[src/hw/rtl/lzrle_pkg.sv]
// Shared constants and types of the LZSS/RLE stream decoder.
// No dependencies; used by the controller, datapath, checker and top level.
package lzrle_pkg;

	localparam int WIN_AW      = 16;
	localparam int LANE_BYTES  = 8;
	localparam int OFFSET_BIAS = 259;
	localparam int MIN_MATCH   = 3;
	localparam int CNT_W       = 9;
	localparam int FILL_W      = 4;
	localparam int TDATA_W     = 72;

	localparam logic [15:0] END_MARK  = 16'h0100;
	localparam logic [7:0]  FILL_BYTE = 8'hFF;
	localparam logic [7:0]  LIT_MASK  = 8'h80;

	typedef enum logic [2:0] {
		KIND_NONE,
		KIND_LIT,
		KIND_RLE,
		KIND_COPY,
		KIND_END
	} kind_t;

	typedef struct packed {
		logic take;
		logic rd;
		logic emit;
		logic flush;
		logic end_mark;
	} cmd_t;

	typedef struct packed {
		kind_t kind;
		logic  cnt_one;
		logic  cnt_zero;
		logic  fill_seven;
		logic  copy;
		logic  out_free;
	} status_t;

endpackage

[src/hw/rtl/lzrle_ctrl.sv]
// Sequencing state machine of the decoder.
// Depends on lzrle_pkg; drives datapath commands from its status.
module lzrle_ctrl (
	input  logic               clk,
	input  logic               arst_n,
	input  logic               s_tvalid,
	output logic               s_tready,
	input  lzrle_pkg::status_t st,
	output lzrle_pkg::cmd_t    cmd
);

	typedef enum logic [2:0] {
		S_IDLE,
		S_RD,
		S_GEN,
		S_FLUSH,
		S_END,
		S_DONE
	} state_t;

	state_t state_q;
	state_t state_d;
	logic   accept;

	assign s_tready = (state_q == S_IDLE) || (state_q == S_DONE);
	assign accept   = s_tvalid && s_tready;

	always_comb begin
		cmd     = '0;
		state_d = state_q;
		case (state_q)
			S_IDLE: begin
				if (accept) begin
					cmd.take = 1'b1;
					case (st.kind)
						lzrle_pkg::KIND_LIT,
						lzrle_pkg::KIND_RLE:  state_d = S_GEN;
						lzrle_pkg::KIND_COPY: state_d = S_RD;
						lzrle_pkg::KIND_END:  state_d = S_END;
						default:              state_d = S_IDLE;
					endcase
				end
			end
			S_RD: begin
				cmd.rd  = 1'b1;
				state_d = S_GEN;
			end
			S_GEN: begin
				cmd.emit = 1'b1;
				if (st.cnt_one || st.fill_seven) begin
					state_d = S_FLUSH;
				end else begin
					state_d = st.copy ? S_RD : S_GEN;
				end
			end
			S_FLUSH: begin
				if (st.out_free) begin
					cmd.flush = 1'b1;
					if (st.cnt_zero) begin
						state_d = S_IDLE;
					end else begin
						state_d = st.copy ? S_RD : S_GEN;
					end
				end
			end
			S_END: begin
				if (st.out_free) begin
					cmd.end_mark = 1'b1;
					state_d      = S_DONE;
				end
			end
			S_DONE: state_d = S_DONE;
			default: state_d = S_IDLE;
		endcase
	end

	always_ff @(posedge clk or negedge arst_n) begin
		if (!arst_n) begin
			state_q <= S_IDLE;
		end else begin
			state_q <= state_d;
		end
	end

endmodule

[config.mk]
export PLATFORM = sky130hd
export DESIGN_NAME = lzrle_ctrl
export DESIGN_NICKNAME = d
export VERILOG_FILES = /design/src/hw/rtl/lzrle_pkg.sv /design/src/hw/rtl/lzrle_ctrl.sv
export SDC_FILE = /design/constraint.sdc
export NUM_CORES = 1
export LEC_CHECK = 0
export BUFFER_PORTS_ARGS = -buffer_cell sky130_fd_sc_hd__buf_2
export CORE_AREA = 8 8 45 47
export CTS_CLUSTER_DIAMETER = 50
export DETAILED_ROUTE_END_ITERATION = 7
export DIE_AREA = 0 0 53 55
export REMOVE_ABC_BUFFERS = 1
export SKIP_LAST_GASP = 1
export SYNTH_ARGS = -nofsm -noshare
export SYNTH_HDL_FRONTEND = slang
export SYNTH_SLANG_ARGS = --single-unit
[constraint.sdc]
create_clock -name clk -period 1.4 [get_ports clk]
set_input_delay 0.07 -clock clk [delete_from_list [all_inputs] [get_ports clk]]
set_output_delay 0.07 -clock clk [all_outputs]
set_load 0.01 [all_outputs]
==> metrics.cfg <==
[clocking]
cts_setup_buffers = 0
cts_tree = built
clk_pin_slew_ns = 0.04
cts-root-buf = clkbuf_4
cts_buffers = 3
cts.sinks = 3
cts_max_path_buffers = 2
ctsHtreeMaxLevel = 1
insertion_delay_ns = 0.23

[power]
vdd_drop_max_mv = 0.641
p_per_area_mw_per_mm2 = 1770
leakagePower_nw = 0.202

[outcome]
run_status = completed

[placed_design]
place_inst = 66
place_congestion = 0.739
portBuffers = 16
dp_hpwl_um = 682
pre_cts_ws_ns = 0.119

[routing]
viasPerCell = 4.77
totalWireLength_um = 889
wl_per_cell_um = 12.5
vias = 339
drtAntennaViolNets = 0
first_pass_iters = 4
drt_iter0_drc = 2
drc = 0

[synthesis]
ys.warnings.count = 0
yosysSeqAreaShare = 0.250
syn_avg_cell_area_sq_um = 8.12
synth_top_area_share = 0.250
synth-seq-cells = 3
yosys-top-cells-area = dfrtp_1 25%, nor3_1 8.3%, nor2_1 6.3%, a32oi_1 5.8%, a311oi_2 5.0%
synth_area_leader_cell = dfrtp_1
yosysUniqueCellTypes = 25
syn_area_sq_um = 300
postSynthCellCount = 37

[worst_setup_path]
critPathArrivalTime_ns = 1.25
path_class = register to primary output
crit_path_start_kind = register
rr_worst_depth = 3
ff2ff_setup_slack_ns = 0.23
crit_path_end_kind = primary output
r2r_end = state_q[1]
required_ns = 1.33
path_max_fanout = 11
rr_startpoint = state_q[2]

[final_layout]
final_cell_mix = 16 x buf_2, 5 x nor2_1, 5 x nor3_1, 3 x clkbuf_4
top_register = state_q
drive_gt1_frac = 0.455
final_common_cell = buf_2
finalNonFillerCells = 71
reg_top3 = state_q (3)
antenna_cells = 0
final_util = 0.300
nNetsFinal = 67
syn_to_final_growth_pct = 38.3
largest_reg_flops = 3

[global_route]
overflow = 0
antenna_found_initial = 0
gr-usage-all-layers = 0.0650
grt_max_degree = 15
grt_pass1_wl_um = 1430
grt_pass1_vias = 336

[sta]
fin_ws_ns = 0.0767
hold_viol = 0
slew_headroom = 0.767
finalClockSkew_ns = 0.00370
rsz0062_at_grt = no
totalNegativeSetupSlack_ns = 0
fmax_ghz = 0.756
setup-violations-final = 0
slew_violations = 0
worst-slew-pin-transition_ns = 0.350
hold-worst-slack_ns = 0.158
period_minus_slack_ns = 1.32
fin_crit_sh = 0.945

[floorplan]
dieWidth_um = 53
die_area_sq_mm = 0.00292
pin_count = 17
initial_core_util = 0.217
core.rowCount = 14
die_h_um = 55
core_sq_mm = 0.00138

[flow_run]
max_cap_violations = 0

[hold_path]
hold_class = input pin to asynchronous set/reset pin

-- power breakdown --
part	internal (W)	leakage, nW	switching (W)
sequential	0.000127	0.0360	0.000108
combinational	0.000185	0.151	0.000164
clock	0.000107	0.0150	0.0000455
-- how the worst max path moves through the flow --
stage / endpoint / slack [ns] / from
after floorplan: state_q[1] / 0.27 / state_q[0]
after global placement: state_q[1] / 0.17 / state_q[0]
after detailed placement: state_q[1] / 0.12 / state_q[0]
after CTS: s_tready / 0.007 / state_q[0]
after global routing: cmd[4] / 0.007 / state_q[1]
final: s_tready / 0.08 / state_q[2]
-- cell families (layout without fill, tap and decap cells) --
logic type	after synthesis	after routing	synth area share
and+or+nand+nor	18	18	0.338
xor gates and xnor gates	1	1	0.0292
DFF	3	3	0.250
buffers and inverters	5	23	0.104
AOI/OAI and AO/OA	10	10	0.279
-- metal layers --
metal,up-vias,GRT usage,part of all wire,routed length [um]
met5,-,0,0,0
met4,0,0.0129,0,0
met3,0,0.0508,0.11,98
met2,13,0.0977,0.43,380
met1,153,0.0713,0.46,410
li1,173,-,-,-
-- cells in the mapped netlist --
| master | number |
|---|---|
| buf_4 | 1 |
| a311oi_2 | 1 |
| inv_2 | 1 |
| buf_2 | 1 |
| nor2b_2 | 1 |
| and3_1 | 1 |
| a32oi_1 | 2 |
| xor2_1 | 1 |
| nand4bb_1 | 1 |
| a211o_1 | 1 |
| nor4b_1 | 1 |
| a21oi_1 | 1 |
| o211a_1 | 1 |
| a31oi_1 | 1 |
| inv_1 | 1 |
| nor3_1 | 5 |
| o21ai_0 | 1 |
| nor2_1 | 5 |
| and2_1 | 1 |
| buf_6 | 1 |
| and2b_2 | 1 |
| nand2_1 | 2 |
| o21bai_1 | 1 |
| dfrtp_1 | 3 |
| o2111ai_1 | 1 |
-- area by class of cell --
cell class	count	area, sq um
clock buffer	4	26.3
fill	158	968
sequential	3	77.6
inverter	2	7.51
tap	16	20.0
timing repair buffer	17	90.1
multi-input combinational	29	194
-- through the flow --
step	instance area (sq um)	power, W
after floorplan	277	0.000443
after global placement	377	0.000574
after detailed placement	377	0.000581
after CTS	413	0.000741
after global routing	415	0.000803
final	415	0.000736
-- critical path, stage by stage (launching register included) --
cell	delay (ns)
dfrtp_1	0.49
and2b_2	0.25
nor3_1	0.13
buf_2	0.16
-- repair_timing --
item | 4_1_cts | 5_1_grt
hold endpoints to repair | 3 | 0
setup endpoints to repair | 0 | 4
hold buffers | 1 | 0
gates resized for setup | 0 | 2
Power figures use the tool's default switching activity.
